## src/design/pst_pkg.sv

```systemverilog
`timescale 1ns / 1ps

package pst_pkg;

    localparam int GENERIC_SLOTS_DEFAULT   = 8;
    localparam int WEB_AUDIO_SLOTS_DEFAULT = 8;

    localparam int CMD_W      = 2;
    localparam int KIND_W     = 2;
    localparam int ID_W       = 31;
    localparam int COUNT_W    = 4;
    localparam int IDX_W      = COUNT_W;
    localparam int BYTES_W    = 24;
    localparam int VA_W       = BYTES_W + 1;
    localparam int GSIZE_W    = BYTES_W + 2;
    localparam int OFFSET_W   = 32;
    localparam int LEN_W      = 32;
    localparam int APB_ADDR_W = 5;
    localparam int APB_DATA_W = 32;

    typedef enum logic [CMD_W-1:0] {
        CMD_MAP,
        CMD_UNMAP,
        CMD_OFFSET,
        CMD_LENGTH
    } t_cmd;

    localparam logic [KIND_W-1:0] KIND_VIDEO    = 2'd0;
    localparam logic [KIND_W-1:0] KIND_AUDIO    = 2'd1;
    localparam logic [KIND_W-1:0] KIND_SUBTITLE = 2'd2;

    localparam logic POOL_GENERIC   = 1'b0;
    localparam logic POOL_WEB_AUDIO = 1'b1;

    localparam logic [2:0] REG_GENERIC_COUNT   = 3'd0;
    localparam logic [2:0] REG_WEB_AUDIO_COUNT = 3'd1;
    localparam logic [2:0] REG_VIDEO_BYTES     = 3'd2;
    localparam logic [2:0] REG_AUDIO_BYTES     = 3'd3;
    localparam logic [2:0] REG_SUBTITLE_BYTES  = 3'd4;
    localparam logic [2:0] REG_WEB_AUDIO_BYTES = 3'd5;

    localparam logic [BYTES_W-1:0] VIDEO_BYTES_RST     = BYTES_W'(7 * 1024 * 1024);
    localparam logic [BYTES_W-1:0] AUDIO_BYTES_RST     = BYTES_W'(1 * 1024 * 1024);
    localparam logic [BYTES_W-1:0] SUBTITLE_BYTES_RST  = BYTES_W'(256 * 1024);
    localparam logic [BYTES_W-1:0] WEB_AUDIO_BYTES_RST = BYTES_W'(10 * 1024);
    localparam logic [GSIZE_W-1:0] GSIZE_RST =
        GSIZE_W'(7 * 1024 * 1024 + 1 * 1024 * 1024 + 256 * 1024);
    localparam logic [VA_W-1:0]    VA_RST    = VA_W'(7 * 1024 * 1024 + 1 * 1024 * 1024);

    typedef struct packed {
        logic [COUNT_W-1:0]  generic_count;
        logic [COUNT_W-1:0]  web_audio_count;
        logic [BYTES_W-1:0]  video_bytes;
        logic [BYTES_W-1:0]  audio_bytes;
        logic [BYTES_W-1:0]  subtitle_bytes;
        logic [BYTES_W-1:0]  web_audio_bytes;
        logic [GSIZE_W-1:0]  generic_size;
        logic [VA_W-1:0]     video_audio_bytes;
        logic [OFFSET_W-1:0] generic_span;
    } t_cfg;

    typedef struct packed {
        logic             hit;
        logic [IDX_W-1:0] hit_idx;
        logic             free;
    } t_lookup;

    typedef struct packed {
        logic map;
        logic unmap;
    } t_update;

endpackage

```

## src/design/pst_in_if.sv

```systemverilog
`timescale 1ns / 1ps

interface pst_in_if import pst_pkg::*; ();

    logic              valid;
    logic              ready;
    logic [CMD_W-1:0]  command;
    logic              pool;
    logic [ID_W-1:0]   client_id;
    logic [KIND_W-1:0] media_kind;

    modport source (output valid, command, pool, client_id, media_kind, input ready);
    modport sink   (input valid, command, pool, client_id, media_kind, output ready);

endinterface

```

## src/design/pst_out_if.sv

```systemverilog
`timescale 1ns / 1ps

interface pst_out_if import pst_pkg::*; ();

    logic                valid;
    logic                ready;
    logic                ok;
    logic [OFFSET_W-1:0] region_offset;
    logic [LEN_W-1:0]    region_length;

    modport source (output valid, ok, region_offset, region_length, input ready);
    modport sink   (input valid, ok, region_offset, region_length, output ready);

endinterface

```

## src/design/pst_cfg.sv

```systemverilog
`timescale 1ns / 1ps

module pst_cfg import pst_pkg::*; #(
    parameter int MAX_GENERIC_SLOTS = GENERIC_SLOTS_DEFAULT
) (
    input  logic                  i_clk,
    input  logic                  i_rst_n,
    input  logic                  psel,
    input  logic                  penable,
    input  logic                  pwrite,
    input  logic [APB_ADDR_W-1:0] paddr,
    input  logic [APB_DATA_W-1:0] pwdata,
    output logic [APB_DATA_W-1:0] prdata,
    output logic                  pready,
    output t_cfg                  o_cfg
);

    t_cfg               r_cfg;
    t_cfg               n_cfg;
    logic               wr_en;
    logic [2:0]         reg_idx;
    logic [COUNT_W-1:0] gen_count_sat;

    assign pready  = 1'b1;
    assign wr_en   = psel && penable && pwrite;
    assign reg_idx = paddr[APB_ADDR_W-1:2];

    always_comb begin
        n_cfg = r_cfg;
        if (wr_en) begin
            unique case (reg_idx)
                REG_GENERIC_COUNT:   n_cfg.generic_count   = pwdata[COUNT_W-1:0];
                REG_WEB_AUDIO_COUNT: n_cfg.web_audio_count = pwdata[COUNT_W-1:0];
                REG_VIDEO_BYTES:     n_cfg.video_bytes     = pwdata[BYTES_W-1:0];
                REG_AUDIO_BYTES:     n_cfg.audio_bytes     = pwdata[BYTES_W-1:0];
                REG_SUBTITLE_BYTES:  n_cfg.subtitle_bytes  = pwdata[BYTES_W-1:0];
                REG_WEB_AUDIO_BYTES: n_cfg.web_audio_bytes = pwdata[BYTES_W-1:0];
                default: ;
            endcase
        end
        // derived sizes follow the written values
        n_cfg.generic_size = GSIZE_W'(n_cfg.video_bytes) + GSIZE_W'(n_cfg.audio_bytes)
                           + GSIZE_W'(n_cfg.subtitle_bytes);
        n_cfg.video_audio_bytes = VA_W'(n_cfg.video_bytes) + VA_W'(n_cfg.audio_bytes);
        gen_count_sat = (32'(n_cfg.generic_count) > MAX_GENERIC_SLOTS)
                      ? COUNT_W'(MAX_GENERIC_SLOTS) : n_cfg.generic_count;
        n_cfg.generic_span = OFFSET_W'(gen_count_sat) * OFFSET_W'(n_cfg.generic_size);
    end

    always_ff @(posedge i_clk) begin
        if (!i_rst_n) begin
            r_cfg.generic_count     <= '0;
            r_cfg.web_audio_count   <= '0;
            r_cfg.video_bytes       <= VIDEO_BYTES_RST;
            r_cfg.audio_bytes       <= AUDIO_BYTES_RST;
            r_cfg.subtitle_bytes    <= SUBTITLE_BYTES_RST;
            r_cfg.web_audio_bytes   <= WEB_AUDIO_BYTES_RST;
            r_cfg.generic_size      <= GSIZE_RST;
            r_cfg.video_audio_bytes <= VA_RST;
            r_cfg.generic_span      <= '0;
        end else begin
            r_cfg <= n_cfg;
        end
    end

    always_comb begin
        unique case (reg_idx)
            REG_GENERIC_COUNT:   prdata = APB_DATA_W'(r_cfg.generic_count);
            REG_WEB_AUDIO_COUNT: prdata = APB_DATA_W'(r_cfg.web_audio_count);
            REG_VIDEO_BYTES:     prdata = APB_DATA_W'(r_cfg.video_bytes);
            REG_AUDIO_BYTES:     prdata = APB_DATA_W'(r_cfg.audio_bytes);
            REG_SUBTITLE_BYTES:  prdata = APB_DATA_W'(r_cfg.subtitle_bytes);
            REG_WEB_AUDIO_BYTES: prdata = APB_DATA_W'(r_cfg.web_audio_bytes);
            default:             prdata = '0;
        endcase
    end

    assign o_cfg = r_cfg;

endmodule

```

## src/design/pst_pool.sv

```systemverilog
`timescale 1ns / 1ps

module pst_pool import pst_pkg::*; #(
    parameter int SLOTS = GENERIC_SLOTS_DEFAULT
) (
    input  logic               i_clk,
    input  logic               i_rst_n,
    input  logic [COUNT_W-1:0] i_count,
    input  logic [ID_W-1:0]    i_id,
    input  t_update            i_upd,
    output t_lookup            o_lookup
);

    logic [ID_W-1:0]  r_owner [SLOTS];
    logic [SLOTS-1:0] r_taken;
    logic [SLOTS-1:0] n_taken;
    logic [SLOTS-1:0] hit_first;
    logic [SLOTS-1:0] free_first;
    logic             found_hit;
    logic             found_free;
    logic [IDX_W-1:0] hit_idx;

    // lowest matching and lowest free slot among the active ones
    always_comb begin
        found_hit  = 1'b0;
        found_free = 1'b0;
        hit_first  = '0;
        free_first = '0;
        hit_idx    = '0;
        for (int k = 0; k < SLOTS; k++) begin
            if (k < int'(i_count)) begin
                if (r_taken[k] && (r_owner[k] == i_id) && !found_hit) begin
                    hit_first[k] = 1'b1;
                    found_hit    = 1'b1;
                    hit_idx      = IDX_W'(k);
                end
                if (!r_taken[k] && !found_free) begin
                    free_first[k] = 1'b1;
                    found_free    = 1'b1;
                end
            end
        end
    end

    assign o_lookup.hit     = found_hit;
    assign o_lookup.hit_idx = hit_idx;
    assign o_lookup.free    = found_free;

    always_comb begin
        n_taken = r_taken;
        if (i_upd.map) begin
            n_taken = n_taken | free_first;
        end
        if (i_upd.unmap) begin
            n_taken = n_taken & ~hit_first;
        end
    end

    always_ff @(posedge i_clk) begin
        if (!i_rst_n) begin
            r_taken <= '0;
        end else begin
            r_taken <= n_taken;
        end
    end

    always_ff @(posedge i_clk) begin
        for (int k = 0; k < SLOTS; k++) begin
            if (i_upd.map && free_first[k]) begin
                r_owner[k] <= i_id;
            end
        end
    end

endmodule

```

## src/design/pst_region.sv

```systemverilog
`timescale 1ns / 1ps

module pst_region import pst_pkg::*; (
    input  t_cfg                i_cfg,
    input  logic                i_pool,
    input  logic [KIND_W-1:0]   i_kind,
    input  logic [IDX_W-1:0]    i_idx,
    output logic [BYTES_W-1:0]  o_len,
    output logic [OFFSET_W-1:0] o_offset
);

    localparam int PROD_W = IDX_W + GSIZE_W;

    logic [GSIZE_W-1:0]  stride;
    logic [PROD_W-1:0]   prod;
    logic [OFFSET_W-1:0] base;
    logic [VA_W-1:0]     part_off;

    always_comb begin
        o_len = '0;
        if (i_pool == POOL_WEB_AUDIO) begin
            if (i_kind == KIND_AUDIO) begin
                o_len = i_cfg.web_audio_bytes;
            end
        end else begin
            case (i_kind)
                KIND_VIDEO:    o_len = i_cfg.video_bytes;
                KIND_AUDIO:    o_len = i_cfg.audio_bytes;
                KIND_SUBTITLE: o_len = i_cfg.subtitle_bytes;
                default:       o_len = '0;
            endcase
        end
    end

    always_comb begin
        part_off = '0;
        if (i_pool == POOL_WEB_AUDIO) begin
            stride = GSIZE_W'(i_cfg.web_audio_bytes);
            base   = i_cfg.generic_span;
        end else begin
            stride = i_cfg.generic_size;
            base   = '0;
            case (i_kind)
                KIND_AUDIO:    part_off = VA_W'(i_cfg.video_bytes);
                KIND_SUBTITLE: part_off = i_cfg.video_audio_bytes;
                default:       part_off = '0;
            endcase
        end
    end

    assign prod     = PROD_W'(i_idx) * PROD_W'(stride);
    assign o_offset = base + OFFSET_W'(prod) + OFFSET_W'(part_off);

endmodule

```

## src/design/partition_slot_table.sv

```systemverilog
`timescale 1ns / 1ps

// Partition slot table: maps client ids onto fixed-size partitions of one shared buffer,
// generic partitions (video, audio, subtitle regions) first, then web-audio partitions.
// One command is taken every clock cycle while results are taken; each result passes through
// the input register, then the result register, and waits there until taken, the slot search
// being a parallel compare across the pool's slots. Commands see the table as left by all
// earlier ones. The user sets region sizes and partition counts over the APB port while no
// command is in flight; the block itself does not enforce this.

module partition_slot_table import pst_pkg::*; #(
    parameter int MAX_GENERIC_SLOTS   = GENERIC_SLOTS_DEFAULT,
    parameter int MAX_WEB_AUDIO_SLOTS = WEB_AUDIO_SLOTS_DEFAULT
) (
    input  logic                  i_clk,
    input  logic                  i_rst_n,
    pst_in_if.sink                i_cmd,
    pst_out_if.source             o_rsp,
    input  logic                  psel,
    input  logic                  penable,
    input  logic                  pwrite,
    input  logic [APB_ADDR_W-1:0] paddr,
    input  logic [APB_DATA_W-1:0] pwdata,
    output logic [APB_DATA_W-1:0] prdata,
    output logic                  pready
);

    t_cfg                cfg;
    logic                r_in_valid;
    t_cmd                r_cmd;
    logic                r_pool;
    logic [ID_W-1:0]     r_id;
    logic [KIND_W-1:0]   r_kind;
    logic                advance;
    t_lookup             gen_lookup;
    t_lookup             web_lookup;
    t_lookup             sel_lookup;
    t_update             gen_upd;
    t_update             web_upd;
    logic                do_map;
    logic                do_unmap;
    logic [BYTES_W-1:0]  rlen;
    logic [OFFSET_W-1:0] roffset;
    logic                r_out_valid;
    logic                r_ok;
    logic [OFFSET_W-1:0] r_off;
    logic [LEN_W-1:0]    r_len;
    logic                n_ok;
    logic [OFFSET_W-1:0] n_off;
    logic [LEN_W-1:0]    n_len;

    pst_cfg #(
        .MAX_GENERIC_SLOTS (MAX_GENERIC_SLOTS)
    ) u_cfg (
        .i_clk   (i_clk),
        .i_rst_n (i_rst_n),
        .psel    (psel),
        .penable (penable),
        .pwrite  (pwrite),
        .paddr   (paddr),
        .pwdata  (pwdata),
        .prdata  (prdata),
        .pready  (pready),
        .o_cfg   (cfg)
    );

    assign advance     = r_in_valid && (!r_out_valid || o_rsp.ready);
    assign i_cmd.ready = !r_in_valid || advance;

    always_ff @(posedge i_clk) begin
        if (!i_rst_n) begin
            r_in_valid <= 1'b0;
        end else if (i_cmd.ready) begin
            r_in_valid <= i_cmd.valid;
        end
    end

    always_ff @(posedge i_clk) begin
        if (i_cmd.valid && i_cmd.ready) begin
            r_cmd  <= t_cmd'(i_cmd.command);
            r_pool <= i_cmd.pool;
            r_id   <= i_cmd.client_id;
            r_kind <= i_cmd.media_kind;
        end
    end

    assign sel_lookup = (r_pool == POOL_WEB_AUDIO) ? web_lookup : gen_lookup;
    assign do_map     = advance && (r_cmd == CMD_MAP) && !sel_lookup.hit && sel_lookup.free;
    assign do_unmap   = advance && (r_cmd == CMD_UNMAP) && sel_lookup.hit;

    assign gen_upd.map   = do_map && (r_pool == POOL_GENERIC);
    assign gen_upd.unmap = do_unmap && (r_pool == POOL_GENERIC);
    assign web_upd.map   = do_map && (r_pool == POOL_WEB_AUDIO);
    assign web_upd.unmap = do_unmap && (r_pool == POOL_WEB_AUDIO);

    pst_pool #(
        .SLOTS (MAX_GENERIC_SLOTS)
    ) u_gen_pool (
        .i_clk    (i_clk),
        .i_rst_n  (i_rst_n),
        .i_count  (cfg.generic_count),
        .i_id     (r_id),
        .i_upd    (gen_upd),
        .o_lookup (gen_lookup)
    );

    pst_pool #(
        .SLOTS (MAX_WEB_AUDIO_SLOTS)
    ) u_web_pool (
        .i_clk    (i_clk),
        .i_rst_n  (i_rst_n),
        .i_count  (cfg.web_audio_count),
        .i_id     (r_id),
        .i_upd    (web_upd),
        .o_lookup (web_lookup)
    );

    pst_region u_region (
        .i_cfg    (cfg),
        .i_pool   (r_pool),
        .i_kind   (r_kind),
        .i_idx    (sel_lookup.hit_idx),
        .o_len    (rlen),
        .o_offset (roffset)
    );

    always_comb begin
        n_ok  = 1'b0;
        n_off = '0;
        n_len = '0;
        case (r_cmd)
            CMD_MAP:   n_ok = sel_lookup.hit || sel_lookup.free;
            CMD_UNMAP: n_ok = sel_lookup.hit;
            CMD_OFFSET: begin
                if (sel_lookup.hit && (rlen != '0)) begin
                    n_ok  = 1'b1;
                    n_off = roffset;
                end
            end
            CMD_LENGTH: begin
                if (sel_lookup.hit) begin
                    n_ok  = 1'b1;
                    n_len = LEN_W'(rlen);
                end
            end
        endcase
    end

    always_ff @(posedge i_clk) begin
        if (!i_rst_n) begin
            r_out_valid <= 1'b0;
        end else if (advance) begin
            r_out_valid <= 1'b1;
        end else if (o_rsp.ready) begin
            r_out_valid <= 1'b0;
        end
    end

    always_ff @(posedge i_clk) begin
        if (advance) begin
            r_ok  <= n_ok;
            r_off <= n_off;
            r_len <= n_len;
        end
    end

    assign o_rsp.valid         = r_out_valid;
    assign o_rsp.ok            = r_ok;
    assign o_rsp.region_offset = r_off;
    assign o_rsp.region_length = r_len;

endmodule
```

## src/flat_wrapper.sv

```systemverilog
// flat-port wrapper written by rule: the top's interface ports become plain ports
module partition_slot_table_flat import pst_pkg::*;
#(
    parameter int MAX_GENERIC_SLOTS   = GENERIC_SLOTS_DEFAULT,
    parameter int MAX_WEB_AUDIO_SLOTS = WEB_AUDIO_SLOTS_DEFAULT
)
  (i_clk, i_rst_n, psel, penable, pwrite, paddr, pwdata, prdata, pready, i_cmd_valid, i_cmd_command, i_cmd_pool, i_cmd_client_id, i_cmd_media_kind, i_cmd_ready, o_rsp_valid, o_rsp_ok, o_rsp_region_offset, o_rsp_region_length, o_rsp_ready);
  pst_in_if i_cmd_i ();
  pst_out_if o_rsp_i ();
  input  logic i_clk;
  input  logic i_rst_n;
  input  logic psel;
  input  logic penable;
  input  logic pwrite;
  input  logic [APB_ADDR_W-1:0] paddr;
  input  logic [APB_DATA_W-1:0] pwdata;
  output logic [APB_DATA_W-1:0] prdata;
  output logic pready;
  input wire logic [$bits(i_cmd_i.valid)-1:0] i_cmd_valid;
  input wire logic [$bits(i_cmd_i.command)-1:0] i_cmd_command;
  input wire logic [$bits(i_cmd_i.pool)-1:0] i_cmd_pool;
  input wire logic [$bits(i_cmd_i.client_id)-1:0] i_cmd_client_id;
  input wire logic [$bits(i_cmd_i.media_kind)-1:0] i_cmd_media_kind;
  output wire logic [$bits(i_cmd_i.ready)-1:0] i_cmd_ready;
  output wire logic [$bits(o_rsp_i.valid)-1:0] o_rsp_valid;
  output wire logic [$bits(o_rsp_i.ok)-1:0] o_rsp_ok;
  output wire logic [$bits(o_rsp_i.region_offset)-1:0] o_rsp_region_offset;
  output wire logic [$bits(o_rsp_i.region_length)-1:0] o_rsp_region_length;
  input wire logic [$bits(o_rsp_i.ready)-1:0] o_rsp_ready;
  assign i_cmd_i.valid = i_cmd_valid;
  assign i_cmd_i.command = i_cmd_command;
  assign i_cmd_i.pool = i_cmd_pool;
  assign i_cmd_i.client_id = i_cmd_client_id;
  assign i_cmd_i.media_kind = i_cmd_media_kind;
  assign i_cmd_ready = i_cmd_i.ready;
  assign o_rsp_valid = o_rsp_i.valid;
  assign o_rsp_ok = o_rsp_i.ok;
  assign o_rsp_region_offset = o_rsp_i.region_offset;
  assign o_rsp_region_length = o_rsp_i.region_length;
  assign o_rsp_i.ready = o_rsp_ready;
  partition_slot_table #(.MAX_GENERIC_SLOTS(MAX_GENERIC_SLOTS), .MAX_WEB_AUDIO_SLOTS(MAX_WEB_AUDIO_SLOTS)) u_core (.i_clk(i_clk), .i_rst_n(i_rst_n), .i_cmd(i_cmd_i), .o_rsp(o_rsp_i), .psel(psel), .penable(penable), .pwrite(pwrite), .paddr(paddr), .pwdata(pwdata), .prdata(prdata), .pready(pready));
endmodule
```

## config.mk

```make
export PLATFORM = sky130hd
export DESIGN_NAME = partition_slot_table_flat
export DESIGN_NICKNAME = d
export VERILOG_FILES = /design/src/design/pst_pkg.sv /design/src/design/pst_in_if.sv /design/src/design/pst_out_if.sv /design/src/design/pst_cfg.sv /design/src/design/pst_pool.sv /design/src/design/pst_region.sv /design/src/design/partition_slot_table.sv /design/src/flat_wrapper.sv
export SDC_FILE = /design/constraint.sdc
export NUM_CORES = 2
export LEC_CHECK = 0
export CAP_MARGIN = 30
export CORE_MARGIN = 1.5
export CORE_UTILIZATION = 28
export DETAILED_ROUTE_END_ITERATION = 6
export DONT_BUFFER_PORTS = 1
export MAX_ROUTING_LAYER = met4
export SLEW_MARGIN = 20
export SYNTH_ARGS = -nofsm -noshare
export SYNTH_HDL_FRONTEND = slang
export SYNTH_HIERARCHICAL = 1
export SYNTH_SLANG_ARGS = --single-unit
```

## constraint.sdc

```tcl
create_clock -name i_clk -period 22.4 [get_ports i_clk]
set_input_delay 3.36 -clock i_clk [delete_from_list [all_inputs] [get_ports i_clk]]
set_output_delay 3.36 -clock i_clk [all_outputs]
set_load 0.1 [all_outputs]
```

==> flow_summary.json <==
{
  "status": "finished clean",
  "grt_pass1_vias": 29920,
  "wl_mm": 130.7,
  "num_rows": 147,
  "num_io_pins": 180,
  "critical_path_required_ps": 22930,
  "root_buffer": "clkbuf_16",
  "slowest_stage": "nand3_1",
  "netlist.area_leader.share": 0.3882,
  "cts_hold_buf": 0,
  "cts_resized": 0,
  "synth_seq_cells": 792,
  "fin_crit_sh": 0.5041,
  "relSlewSlack": 0.2948,
  "yosys.area.top_type": "edfxtp_1",
  "min-delay-start": "u_core/u_cfg/o_cfg[100]",
  "drt_iter0_markers": 3302,
  "htreeDepth": 3,
  "rsz0062_at_grt": "false",
  "synth.avg_cell_area_um2": 11.16,
  "dieHeight_um": 406.4,
  "wl_per_cell_um": 20.79,
  "cts_sinks": 792,
  "rrSetupSlack_ps": 14200,
  "final_hold_viol_count": 0,
  "fmax_mhz": 88.56,
  "p_per_area_nw_per_um2": 62.91,
  "finalInstanceArea_um2": 51020,
  "whs_path_depth": 2,
  "final_antenna_net_count": 0,
  "fin_cells": 6285,
  "cts_made_buffers": 82,
  "die_area_um2": 165100,
  "syn_to_final_growth_pct": 11.98,
  "critPathMaxFanout": 24,
  "viasPerCell": 4.847,
  "ys_warn_count": 6,
  "place.gp.congestion": 0.9014,
  "antenna_found_initial": 10,
  "synth_area_leaders": "edfxtp_1, dfxtp_1, fa_1, xnor2_1, xor2_1",
  "io_buffers": 0,
  "drc": 0,
  "post-place-ws_ps": 10550,
  "hp-class": "flip-flop to flip-flop",
  "worst-path-buf-inv": 4,
  "synthDistinctLibCells": 116,
  "firstDrtPassIters": 7,
  "initial_core_util": 0.2828,
  "die_x_um": 406.4,
  "placed_cells": 6122,
  "max_cap_viol_count": 0,
  "tns_ps": 0,
  "cp.arrival_ps": 11820,
  "core_um2": 161100,
  "grt_pass1_wl_mm": 193.3,
  "fin_skew_ps": 50.97,
  "num_vias": 30460,
  "setup_viol": 0,
  "r2r-start": "u_core/r_id[11]",
  "final_layout_size_suffix_gt1_frac": 0.08481,
  "ff2ff_path_depth": 26,
  "yosys_most_used_dff": "edfxtp_1",
  "final_util": 0.3166,
  "max_stage_delay_ps": 650,
  "cts.path.max_buffers": 3,
  "grt_max_degree": 84,
  "worst_pin_slew_ps": 1047,
  "crit_type": "input port to flip-flop",
  "clock_latency_ps": 700,
  "grtUsageTotal": 0.1609,
  "cts_tree": "yes",
  "layout.nets": 4426,
  "post-synth-top-count-cell": "edfxtp_1",
  "p_leak_nw": 18.72,
  "maxSlewViolCount": 0,
  "placed_cell_area_um2": 48240,
  "syn_inst": 4082,
  "fin_crit_ps": 11290,
  "r2r-end": "u_core/o_rsp.region_offset[20]",
  "synth_commonest_cells": "edfxtp_1, inv_1, nor2_1, xnor2_1, xor2_1",
  "postCtsSetupRepairBufs": 0,
  "async_reset_ff_frac": 0,
  "hold_end": "u_core/u_cfg/o_cfg[100]",
  "grt_overflow": 0,
  "dp_hpwl_mm": 88.27,
  "startpoint_type": "input port",
  "synth-edff-count": 589,
  "end_kind": "flip-flop",
  "synth_area_um2": 45560,
  "path_delay_family": "simple AND/OR/NAND/NOR gates",
  "irDropWorstVdd_v": 0.00005998,
  "fin_ws_ps": 11110,
  "path_clk_slew_ps": 70,
  "yosysSeqAreaShare": 0.4774
}
-- per-layer routing --
layer / track usage / part of all wire
met1: 0.2198 / 0.46
met2: 0.2449 / 0.45
met3: 0.03273 / 0.074
met4: 0.03555 / 0.020
met5: - / 0
-- state kept, by name, indices dropped and copies added, names as in the netlist --
signal and flops:
u_core/o_rsp.ok 1, u_core/o_rsp.region_length 24, u_core/o_rsp.region_offset 32, u_core/o_rsp.valid 1, u_core/r_cmd 2, u_core/r_id 31
u_core/r_in_valid 1, u_core/r_kind 2, u_core/r_pool 1, u_core/u_cfg/o_cfg 185, u_core/u_gen_pool/r_owner 248, u_core/u_gen_pool/r_taken 8
u_core/u_web_pool/r_owner 248, u_core/u_web_pool/r_taken 8
-- where the power goes --
| group | leakage, nW | switching, mW | internal [mW] | total [mW] |
|---|---|---|---|---|
| logic | 10.4 | 0.155 | 0.0595 | 0.215 |
| clock network | 1.31 | 0.610 | 0.767 | 1.38 |
| registers | 7.00 | 0.0318 | 1.59 | 1.62 |
-- worst max path at each step --
stage | startpoint | end | slack, ps | cells after the start
after detailed placement | pwrite | u_core/u_cfg/o_cfg[26] | 10550 | 26
after CTS | pwrite | u_core/u_cfg/o_cfg[26] | 11260 | 26
after floorplan | o_rsp_ready | u_core/u_gen_pool/r_taken[7] | 11560 | 9
final | pwrite | u_core/u_cfg/o_cfg[26] | 11110 | 26
after global routing | pwrite | u_core/u_cfg/o_cfg[26] | 10690 | 26
after global placement | pwrite | u_core/u_cfg/o_cfg[26] | 10570 | 26
-- cell usage in the layout, fill, tap and decap left out, types with 11 or more instances in the layout --
cell       synthesis  final
inv_1            329    328
nor4_1            92     84
dfxtp_1          203    203
o21a_1            21     21
nand4_1           78     78
and2_4            20     20
and2_1            83     82
xnor2_1          284    284
xor2_1           268    268
a31oi_1           24     24
edfxtp_1         589    589
nand2b_1          40     39
conb_1             5     21
fa_1             175    175
a21o_1            31     31
nor2_1           290    290
a222oi_1          26     26
buf_16             0     12
o21ai_1           24     24
mux2_2            16     16
mux2i_1          113    112
o211ai_1          11     11
clkbuf_1         104     22
or3_1             15     15
buf_4             29     75
nand2_1          201    201
and3_1            31     31
ha_1             122    120
nor2b_1          115    108
clkbuf_16          0     84
a22oi_1           67     67
clkinv_2           0     16
a211oi_1          24     24
a21oi_1          139    139
o21ai_0          103    102
nand3_1           72     72
nor3_1            50     45
-- tightest hold or removal path, stage by stage (launching register included) --
cell and delay, ps:
dfxtp_1 340, nand2_1 60, a21oi_1 50
-- cells by family (layout without fill, tap and decap cells) --
kind of cell | Yosys count | in the layout | synth area share
xor+xnor | 555 | 555 | 0.1072
simple gates | 1168 | 1168 | 0.1356
fa+ha+maj | 297 | 297 | 0.1104
mux | 139 | 139 | 0.03150
compound gates | 573 | 573 | 0.08576
buf+inv | 553 | 570 | 0.05171
flops | 792 | 792 | 0.4774
other cells | 5 | 31 | 0.0004120
-- through the flow --
stage / hold WS, ps / total power, mW
CTS: 496.1 / 3.236
global route: 516.7 / 3.311
detailed placement: 482.0 / 1.862
finish: 497.8 / 3.210
floorplan: 456.3 / 1.798
global placement: 481.5 / 1.858
-- area by class of cell --
class | count | area, µm²
fillers | 16330 | 110100
flip-flops and latches | 792 | 21750
clock inverters | 38 | 419.2
well taps | 2160 | 2703
inverters | 330 | 1241
clock buffers | 112 | 2267
diodes | 10 | 25.02
multi-input cells | 2753 | 21690
repair buffers | 90 | 918.4
Note: power is estimated with default switching activity, not from simulation.
